===== src/sv/tpt_ram.sv =====
// ----------------------------------------------------------------------------
// tpt_ram: generic single-port-write, single-port-read RAM
// One write and one registered read per cycle.
// ----------------------------------------------------------------------------
module tpt_ram #(
  parameter int WIDTH = 8,
  parameter int DEPTH = 64
) (
  input  logic                                          clk,
  input  logic                                          we,
  input  logic [((DEPTH > 1) ? $clog2(DEPTH) : 1)-1:0]  waddr,
  input  logic [WIDTH-1:0]                              wdata,
  input  logic                                          re,
  input  logic [((DEPTH > 1) ? $clog2(DEPTH) : 1)-1:0]  raddr,
  output logic [WIDTH-1:0]                              rdata
);

  logic [WIDTH-1:0] mem [DEPTH];
  logic [WIDTH-1:0] rdata_r;

  always_ff @(posedge clk) begin
    if (we) begin
      mem[waddr] <= wdata;
    end
    if (re) begin
      rdata_r <= mem[raddr];
    end
  end

  assign rdata = rdata_r;

endmodule


===== config.mk =====
export PLATFORM = sky130hd
export DESIGN_NAME = tpt_ram
export DESIGN_NICKNAME = d
export VERILOG_FILES = /design/src/sv/tpt_ram.sv
export SDC_FILE = /design/constraint.sdc
export NUM_CORES = 1
export LEC_CHECK = 0
export ABC_CLOCK_PERIOD_IN_PS = 5750
export BUFFER_PORTS_ARGS = -buffer_cell sky130_fd_sc_hd__buf_2
export CAP_MARGIN = 20
export CORE_ASPECT_RATIO = 1.1
export CORE_MARGIN = 5
export CORE_UTILIZATION = 56
export DETAILED_ROUTE_END_ITERATION = 10
export PLACE_DENSITY = 0.72
export RECOVER_POWER = 25
export SLEW_MARGIN = 10
export SYNTH_ARGS = -nofsm -noshare
export SYNTH_HDL_FRONTEND = slang
export SYNTH_SLANG_ARGS = --single-unit

===== constraint.sdc =====
create_clock -name clk -period 5.75 [get_ports clk]
set_input_delay 1.15 -clock clk [delete_from_list [all_inputs] [get_ports clk]]
set_output_delay 1.15 -clock clk [all_outputs]
set_load 0.01 [all_outputs]

==> impl_metrics.sql, run 1 <==
INSERT INTO impl_metrics (metric_group, metric, value, unit) VALUES
('setup_path', 'cp.arrival', '3.48', 'ns'),
('floorplan', 'row_count', '73', ''),
('clocking', 'post_cts_resized', '0', ''),
('sta', 'report.final.setup_viol', '0', ''),
('synthesis', 'postSynth.asyncResetShare', '0', '%'),
('detailed_routing', 'drt-pass1-iter-count', '7', ''),
('detailed_routing', 'post_drt_via_cell_ratio', '6.37', ''),
('clocking', 'cts_setup_buffers', '0', ''),
('global_routing', 'grt_max_degree', '81', ''),
('floorplan', 'die_w', '191', 'um'),
('clocking', 'path_clk_slew', '0.06', 'ns'),
('setup_path', 'crit_path_start_kind', 'input pin', ''),
('synthesis', 'synth.avg_cell_area', '21.5', 'sq um'),
('detailed_routing', 'via_count', '9658', ''),
('layout', 'commonest_cells_after_routing_fill_and_taps_aside', '520 x edfxtp_1, 126 x mux4_2, 83 x nor2_1', ''),
('floorplan', 'die_height', '209', 'um'),
('layout', 'fin_nets', '1014', ''),
('floorplan', 'design.core.area', '35900', 'sq um'),
('clocking', 'cts_hold_buf', '0', ''),
('global_routing', 'globalRouteOverflowTotal', '0', ''),
('detailed_routing', 'drc', '0', ''),
('setup_path', 'critical-path-top-cell-by-count', 'clkbuf_1', ''),
('power', 'p_int', '6060', 'uW'),
('synthesis', 'postSynthRegisterBits', '520', ''),
('detailed_routing', 'drt-met1-wl', '17200', 'um'),
('sta', 'worst_clock_skew', '0.0195', 'ns'),
('power', 'comb_pwr_share', '5.0', '%'),
('global_routing', 'grt_pass1_wl', '63900', 'um'),
('sta', 'slew_violations', '172', ''),
('setup_path', 'critPathMaxFanout', '48', ''),
('setup_path', 'path_class', 'in2reg', ''),
('status', 'violations', 'capacitance limit, slew limit', ''),
('sta', 'final.min_clock_period', '3.44', 'ns'),
('setup_path', 'crit_chain', 'clkbuf_1, clkbuf_1', ''),
('synthesis', 'post_synth_and_or_nand_nor_area_fraction', '3.37', '%'),
('sta', 'worst_slew_pin_slew', '2.19', 'ns'),
('setup_path', 'cpMaxStageDelayCell', 'clkbuf_1', ''),
('synthesis', 'yosysWarningCount', '0', ''),
('synthesis', 'gate_count_post_synth', '940', ''),
('place', 'place.detailed.hpwl', '25500', 'um'),
('sta', 'fin_tns_setup', '0', 'ns'),
('sta', 'timing.fmax', '291', 'MHz'),
('clocking', 'clock-sinks', '520', ''),
('place', 'gp_routability_congestion', '0.791', ''),
('synthesis', 'synth.lib_cells_used.distinct', '39', ''),
('detailed_routing', 'routed-wl-met2', '21100', 'um'),
('worst_hold_path', 'hold_path.class', 'reg2reg', ''),
('floorplan', 'fp.dieArea', '40100', 'sq um'),
('detailed_routing', 'postRouteAntennaNets', '0', ''),
('setup_path', 'critical_path.top_delay_family', 'buffers and inverters', ''),
('sta', 'final.period_utilization', '59.8', '%'),
('detailed_routing', 'highest_layer', 'met5', ''),
('setup_path', 'data_required_time_of_the_worst_path', '5.79', 'ns'),
('layout', 'area_growth', '10.6', '%'),
('power', 'max-vdd-ir-drop', '0.000247', 'V'),
('flow_run', 'maxCapViolations', '4', ''),
('detailed_routing', 'routed_wire_length_per_instance', '28.4', 'um'),
('detailed_routing', 'drt_iter0_markers', '1073', ''),
('sta', 'max_slew_margin', '-46.1', '%'),
('status', 'result_of_the_run', 'finished with violations', ''),
('setup_path', 'slowest_delay', '1.62', 'ns'),
('power', 'netSwitchingPower', '1570', 'uW'),
('synthesis', 'number_of_flops_mapped_to_enable_cells_by_yosys', '520', ''),
('synthesis', 'synth_area', '20200', 'sq um'),
('setup_path', 'endpoint_kind', 'flop', ''),
('detailed_routing', 'wirelength', '43000', 'um'),
('synthesis', 'synth_top_area_cell', 'edfxtp_1', ''),
('sta', 'timing.hold.ws', '0.914', 'ns'),
('global_routing', 'first_global_vias', '9705', ''),
('synthesis', 'largest_cells_by_area_after_synthesis', 'edfxtp_1 77%, mux4_2 14%, nor2_1 1.5%', ''),
('setup_path', 'cp.buffers_inverters', '2', '');
cells in the mapped netlist, drive strengths merged (6+ instances only):
cell type	number
mux4	126
nand2	19
nand3	13
a221oi	6
o221ai	8
o22ai	8
edfxtp	520
mux2i	23
nand2b	7
mux2	13
buf	34
clkbuf	17
nor3	7
nor2b	14
nor2	83
final cells by class:
cell class | count | area, sq um
multi-input combinational | 369 | 4320
sequential | 520 | 15600
timing repair buffer | 51 | 360
antenna | 1 | 2.50
tap | 487 | 609
clock inverter | 26 | 180
fill | 2394 | 13500
clock buffer | 62 | 1320
cells by family (layout without fill, tap and decap cells):
| group | Yosys count | count (layout) |
|---|---|---|
| AOI/OAI and AO/OA | 54 | 54 |
| buffers and inverters | 51 | 139 |
| DFF | 520 | 520 |
| muxes | 162 | 162 |
| other | 0 | 1 |
| and+or+nand+nor | 153 | 153 |
power groups by stage:
stage | clock network [uW] | logic, uW | registers [uW]
after global placement | 0 | 369 | 4290
after floorplan | 0 | 224 | 4290
after global routing | 3250 | 404 | 4210
after detailed placement | 0 | 377 | 4300
after CTS | 3080 | 378 | 4210
final | 3040 | 380 | 4220
final timing paths:
check / cells past startpoint / from / slack, ns / to
max: 2 / wdata[1] / 2.31 / mem[35][1]
min reg2reg: 4 / mem[18][0] / 0.91 / rdata[0]
max reg2reg: 5 / mem[8][2] / 3.59 / rdata[2]
min: 4 / mem[18][0] / 0.91 / rdata[0]
worst register-to-register path: stages, from the launching register on:
cell       delay, ns
edfxtp_1        0.37
mux4_2          0.51
mux4_2          0.47
nor2_1          0.30
nor3_1          0.09
o2bb2ai_1       0.14
registers in the layout, indices dropped and copies added (netlist names):
signal	cells
mem	512
rdata	8
routing by layer:
layer / vias up / track usage [%]
met4: 2 / 6.07
met2: 473 / 34.0
met1: 5077 / 32.2
met5: - / 0
li1: 4038 / -
met3: 68 / 3.86
per-stage QoR:
step                area, sq um  util [%]  power [uW]  setup WS [ns]  instances
floorplan                 20200         -        4520           2.79        940
global placement          20800      58.1        4660           1.75       1422
detailed placement        20800      58.1        4670           1.69       1422
CTS                       22300      62.3        7670           2.27       1510
global route              22400      62.4        7860           2.09       1515
finish                    22400      62.4        7630           2.31       1516
(Power assumes the default switching activity.)
==> inputs of run 2 (changes only) <==
ABC_CLOCK_PERIOD_IN_PS = 3250   (was 5750)
clock period = 3.25 ns   (was 5.75 ns; I/O delays follow)
==> run 2 against run 1 <==
The flow still finishes with violations (capacitance limit, slew limit). Via count is 3.2% higher. Routed wire length is 2.8% higher. Sequential share of layout area is 2.0 points lower. Non-clock buffer count rose by 81. Worst setup slack got worse by 1.6 ns. Cell count up 5.1%. First-iteration DRC count is 24% higher. Clock skew is 0.0014 ns lower. Critical path type unchanged. Largest cell class unchanged.
==> impl_metrics.sql, run 2 (synthesized netlist as in run 1, its figures left out) <==
INSERT INTO impl_metrics (metric_group, metric, value, unit) VALUES
('status', 'result_of_the_run', 'finished with violations', ''),
('status', 'violations', 'capacitance limit, slew limit', ''),
('detailed_routing', 'post_drt_via_cell_ratio', '6.25', ''),
('layout', 'layout_commonest_cell', 'edfxtp_1', ''),
('clocking', 'cts_hold_buf', '0', ''),
('layout', 'fillCellCount', '2330', ''),
('layout', 'regMostFlops', 'mem', ''),
('setup_path', 'critPathMaxFanout', '64', ''),
('layout', 'drive_above_1_share', '29.3', '%'),
('detailed_routing', 'drc', '0', ''),
('flow_run', 'maxCapViolations', '3', ''),
('clocking', 'clock-sinks', '520', ''),
('floorplan', 'fp.dieArea', '40100', 'sq um'),
('setup_path', 'path_class', 'in2reg', ''),
('clocking', 'path_clk_slew', '0.06', 'ns'),
('setup_path', 'cp.arrival', '2.58', 'ns'),
('detailed_routing', 'wirelength', '44200', 'um'),
('global_routing', 'globalRouteOverflowTotal', '0', ''),
('detailed_routing', 'via_count', '9967', ''),
('detailed_routing', 'postRouteAntennaNets', '0', ''),
('setup_path', 'crit_path_start_kind', 'input pin', ''),
('layout', 'area_growth', '13.9', '%'),
('sta', 'slew_violations', '130', ''),
('detailed_routing', 'drt_iter0_markers', '1330', ''),
('setup_path', 'data_required_time_of_the_worst_path', '3.26', 'ns'),
('clocking', 'cts_root_buffer', 'clkbuf_16', ''),
('setup_path', 'endpoint_kind', 'flop', ''),
('place', 'dpl-instance-area', '21500', 'sq um'),
('sta', 'fin_tns_setup', '0', 'ns'),
('global_routing', 'grt_max_degree', '65', ''),
('place', 'buffer_ports.inserted', '30', ''),
('setup_path', 'cp.buffers_inverters', '2', ''),
('clocking', 'cts_max_path_buffers', '3', ''),
('sta', 'worst_slew_pin_slew', '2.41', 'ns'),
('global_routing', 'first_global_vias', '10000', ''),
('floorplan', 'ioPinCount', '31', ''),
('clocking', 'post_cts_resized', '0', ''),
('sta', 'worst_clock_skew', '0.0181', 'ns'),
('place', 'place.detailed.hpwl', '27700', 'um'),
('power', 'max-vdd-ir-drop', '0.000393', 'V'),
('floorplan', 'row_count', '73', ''),
('clocking', 'clock_latency', '0.56', 'ns'),
('sta', 'rsz_0062_raised_after_global_routing', 'false', ''),
('sta', 'timing.fmax', '389', 'MHz'),
('global_routing', 'antenna_found_initial', '3', ''),
('floorplan', 'die_w', '191', 'um'),
('layout', 'largest_reg_flops', '512', ''),
('worst_hold_path', 'hold_path.class', 'in2reg', ''),
('floorplan', 'floorplan.initialDensity', '56.4', '%'),
('floorplan', 'die_height', '209', 'um'),
('layout', 'fin_nets', '1095', ''),
('sta', 'max_slew_margin', '-60.5', '%'),
('setup_path', 'crit_chain', 'buf_2, dlymetal6s4s_1', ''),
('sta', 'final.period_utilization', '79.2', '%'),
('power', 'static-leakage-power', '0.00736', 'uW'),
('layout', 'final_design_area_no_fill', '23100', 'sq um'),
('detailed_routing', 'routed_wire_length_per_instance', '27.7', 'um'),
('setup_path', 'critical_path.top_delay_family', 'buffers and inverters', ''),
('sta', 'report.final.setup_viol', '0', ''),
('place', 'gp_routability_congestion', '0.818', ''),
('detailed_routing', 'drt-pass1-iter-count', '5', ''),
('clocking', 'cts_setup_buffers', '0', ''),
('layout', 'commonest_cells_after_routing_fill_and_taps_aside', '520 x edfxtp_1, 126 x mux4_2, 92 x buf_4', ''),
('global_routing', 'grt.total_usage', '22.6', '%'),
('power', 'power_after_layout', '13400', 'uW'),
('sta', 'finalWorstSetupSlack', '0.676', 'ns'),
('clocking', 'cts_tree', 'yes', ''),
('sta', 'final.min_clock_period', '2.57', 'ns'),
('place', 'dp_slack', '0.198', 'ns'),
('clocking', 'ctsHtreeMaxLevel', '2', ''),
('clocking', 'cts_made_buffers', '49', ''),
('sta', 'hold_violations', '0', ''),
('setup_path', 'cpMaxStageDelayCell', 'dlymetal6s4s_1', ''),
('global_routing', 'grt_pass1_wl', '65700', 'um'),
('floorplan', 'design.core.area', '35900', 'sq um'),
('power', 'p_per_area', '583', 'nW/um^2'),
('setup_path', 'slowest_delay', '1.79', 'ns');
## run 2: routing by layer
layer / vias to the layer above / wire length, um / share of wire (%) / global-route usage (%)
met1: 5154 / 17000 / 39 / 31.8
met5: - / 28 / 0.063 / 0
met2: 518 / 21400 / 48 / 35.2
li1: 4200 / - / - / -
met3: 91 / 4100 / 9.3 / 5.49
met4: 4 / 1650 / 3.7 / 7.95
## run 2: worst paths after layout
kind,end,slack [ns],startpoint,cells past startpoint
hold / removal,rdata[7],0.70,re,1
hold reg to reg,rdata[0],0.89,mem[22][0],4
setup / recovery,mem[41][1],0.68,wdata[1],2
setup reg to reg,rdata[6],1.17,mem[29][6],5
## run 2: where the power goes
| group | total [uW] | switching (uW) | internal [uW] |
|---|---|---|---|
| combinational | 712 | 426 | 286 |
| clock | 5270 | 2280 | 2990 |
| sequential | 7460 | 23.4 | 7440 |
## run 2: area by class of cell
type | instances | area, sq um | share of cell area (%)
flip-flops and latches | 520 | 15600 | 67.7
well taps | 487 | 609 | 2.64
clock inverters | 24 | 179 | 0.776
multi-input cells | 369 | 4320 | 18.7
clock buffers | 61 | 1270 | 5.51
repair buffers | 132 | 1060 | 4.62
diodes | 1 | 2.50 | 0.0109
## run 2: stage by stage
step | hold WS [ns] | std cells | util (%)
floorplan | 0.749 | 940 | -
global placement | 0.874 | 1505 | 60.0
detailed placement | 0.868 | 1505 | 60.0
CTS | 0.477 | 1590 | 64.1
global route | 0.678 | 1593 | 64.2
finish | 0.700 | 1594 | 64.2
==> inputs of run 3 (changes only) <==
ABC_CLOCK_PERIOD_IN_PS = 2500   (was 3250)
clock period = 2.5 ns   (was 3.25 ns; I/O delays follow)
==> run 3 against run 2 <==
Cell count grew 3.8%. Sequential share of layout area decreased by 2.1 points. Core utilization up 2.1 points. Critical endpoint is now rdata[4]. Clock-buffer cell count decreased by 6. The run now ends clean. Clock skew down 0.0063 ns. Critical path depth is 5 higher. Final area is 3.3% higher. First-iteration DRC count down 17%. Sequential power up 30%. Register-to-register slack worse by 0.81 ns.
==> impl_metrics.sql, run 3 (synthesized netlist as in run 1, its figures left out) <==
INSERT INTO impl_metrics (metric_group, metric, value, unit) VALUES
('power', 'p_int', '14700', 'uW'),
('place', 'buffer_ports.inserted', '30', ''),
('power', 'switching_share', '20.2', '%'),
('global_routing', 'antenna_found_initial', '1', ''),
('detailed_routing', 'postRouteAntennaNets', '0', ''),
('setup_path', 'crit_path_start_kind', 'input pin', ''),
('layout', 'regMostFlops', 'mem', ''),
('global_routing', 'grt_pass1_wl', '67600', 'um'),
('floorplan', 'floorplan.initialDensity', '56.4', '%'),
('layout', 'area_growth', '17.6', '%'),
('sta', 'worst_clock_skew', '0.0118', 'ns'),
('place', 'gp_routability_congestion', '0.825', ''),
('setup_path', 'crit_chain', 'clkbuf_8, buf_12, mux4_2, mux2_2, o221a_2, nor3_1, o32ai_1', ''),
('clocking', 'cts_made_buffers', '49', ''),
('floorplan', 'design.core.area', '35900', 'sq um'),
('layout', 'largest_reg_flops', '512', ''),
('floorplan', 'die_w', '191', 'um'),
('global_routing', 'grt_max_degree', '57', ''),
('power', 'p_per_area', '771', 'nW/um^2'),
('detailed_routing', 'drt-pass1-iter-count', '5', ''),
('setup_path', 'endpoint_kind', 'flop', ''),
('setup_path', 'critPathMaxFanout', '13', ''),
('global_routing', 'grt.total_usage', '23.2', '%'),
('setup_path', 'cp.arrival', '2.45', 'ns'),
('detailed_routing', 'highest_layer', 'met5', ''),
('place', 'place.detailed.hpwl', '29300', 'um'),
('layout', 'diodes', '0', ''),
('clocking', 'clock_latency', '0.57', 'ns'),
('clocking', 'cts_tree', 'yes', ''),
('status', 'result_of_the_run', 'complete, no violations', ''),
('floorplan', 'ioPinCount', '31', ''),
('worst_hold_path', 'hold_path.class', 'in2reg', ''),
('layout', 'layout_commonest_cell', 'edfxtp_1', ''),
('layout', 'fin_nets', '1150', ''),
('clocking', 'cts_max_path_buffers', '3', ''),
('power', 'max-vdd-ir-drop', '0.000576', 'V'),
('layout', 'fillCellCount', '2274', ''),
('sta', 'final.min_clock_period', '2.15', 'ns'),
('power', 'static-leakage-power', '0.00778', 'uW'),
('sta', 'timing.fmax', '465', 'MHz'),
('global_routing', 'globalRouteOverflowTotal', '0', ''),
('global_routing', 'first_global_vias', '10400', ''),
('clocking', 'path_clk_slew', '0.06', 'ns'),
('sta', 'slew_violations', '0', ''),
('power', 'clkPwrFrac', '41.7', '%'),
('clocking', 'post_cts_resized', '0', ''),
('sta', 'final.period_utilization', '86.1', '%'),
('detailed_routing', 'met3RoutedLength', '4270', 'um'),
('detailed_routing', 'routed_wire_length_per_instance', '27.3', 'um'),
('clocking', 'clock-sinks', '520', ''),
('detailed_routing', 'routed-wl-met2', '21700', 'um'),
('floorplan', 'die_height', '209', 'um'),
('detailed_routing', 'drt_iter0_markers', '1099', ''),
('detailed_routing', 'post_drt_via_cell_ratio', '6.14', ''),
('setup_path', 'path_class', 'in2reg', ''),
('layout', 'drive_above_1_share', '33.7', '%'),
('clocking', 'ctsHtreeMaxLevel', '2', ''),
('layout', 'final_cells', '1654', ''),
('detailed_routing', 'drc', '0', ''),
('setup_path', 'slowest_delay', '0.53', 'ns'),
('power', 'comb_pwr_share', '5.5', '%'),
('detailed_routing', 'via_count', '10200', ''),
('place', 'dpl.cell_count', '1563', ''),
('power', 'power_after_layout', '18400', 'uW'),
('sta', 'rsz_0062_raised_after_global_routing', 'false', ''),
('floorplan', 'row_count', '73', ''),
('sta', 'worst_slew_pin_slew', '1.37', 'ns'),
('power', 'portion_of_total_power_attributed_to_sequential_cells', '52.8', '%'),
('detailed_routing', 'drt-met1-wl', '17500', 'um'),
('sta', 'hold_violations', '0', ''),
('setup_path', 'data_required_time_of_the_worst_path', '2.80', 'ns'),
('power', 'netSwitchingPower', '3710', 'uW'),
('clocking', 'cts_hold_buf', '0', ''),
('sta', 'max_slew_margin', '8.47', '%'),
('clocking', 'cts_root_buffer', 'clkbuf_16', ''),
('layout', 'commonest_cells_after_routing_fill_and_taps_aside', '520 x edfxtp_1, 134 x buf_4, 126 x mux4_2', ''),
('detailed_routing', 'wirelength', '45200', 'um'),
('setup_path', 'cpMaxStageDelayCell', 'mux4_2', ''),
('flow_run', 'maxCapViolations', '0', ''),
('sta', 'report.final.setup_viol', '0', ''),
('clocking', 'cts_setup_buffers', '0', ''),
('floorplan', 'fp.dieArea', '40100', 'sq um');
==> run 3: power by group through the flow <==
| stage | clock network, uW | registers, uW | logic, uW |
|---|---|---|---|
| floorplan | 0 | 9870 | 515 |
| global placement | 0 | 9880 | 994 |
| detailed placement | 0 | 9880 | 1010 |
| CTS | 7760 | 9690 | 1020 |
| global route | 8140 | 9700 | 1070 |
| finish | 7650 | 9700 | 1010 |
==> run 3: layer usage <==
| layer | global-route usage, % | vias up |
|---|---|---|
| met5 | 0 | - |
| met4 | 8.15 | 2 |
| met3 | 4.82 | 98 |
| met2 | 36.3 | 561 |
| met1 | 33.2 | 5178 |
| li1 | - | 4317 |
==> run 3: per-stage QoR <==
stage / worst slack [ns] / utilization, % / TNS (ns) / hold slack, ns / cell area, sq um
3_5_place_dp: -0.231 / 61.8 / -1.17 / 0.886 / 22200
2_1_floorplan: 0.194 / - / 0 / 0.599 / 20200
3_3_place_gp: -0.176 / 61.8 / -0.850 / 0.883 / 22200
6_report: 0.348 / 66.3 / 0 / 0.387 / 23800
4_1_cts: 0.332 / 66.5 / 0 / 0.287 / 23900
5_1_grt: 0.296 / 66.3 / 0 / 0.431 / 23800
==> run 3: final timing paths <==
check / startpoint / endpoint / slack [ns] / depth (start not counted)
max: raddr[0] / rdata[4] / 0.35 / 7
min: wdata[5] / mem[52][5] / 0.39 / 1
max reg2reg: mem[21][4] / rdata[4] / 0.36 / 5
min reg2reg: mem[5][7] / rdata[7] / 0.97 / 4
==> run 3: area by class of cell <==
| class | count | area (sq um) | area share, % |
|---|---|---|---|
| Clock buffer | 55 | 1290 | 5.42 |
| Clock inverter | 36 | 383 | 1.61 |
| Multi-Input combinational cell | 369 | 4320 | 18.1 |
| Sequential cell | 520 | 15600 | 65.6 |
| Tap cell | 487 | 609 | 2.56 |
| Timing Repair Buffer | 187 | 1600 | 6.72 |
==> run 3: critical path, delay by kind of cell <==
| family | cells | cell delay (ns) |
|---|---|---|
| AO/OA/AOI/OAI | 2 | 0.43 |
| AND/OR/NAND/NOR | 1 | 0.27 |
| buffers and inverters | 2 | 0.42 |
| multiplexers | 2 | 0.81 |
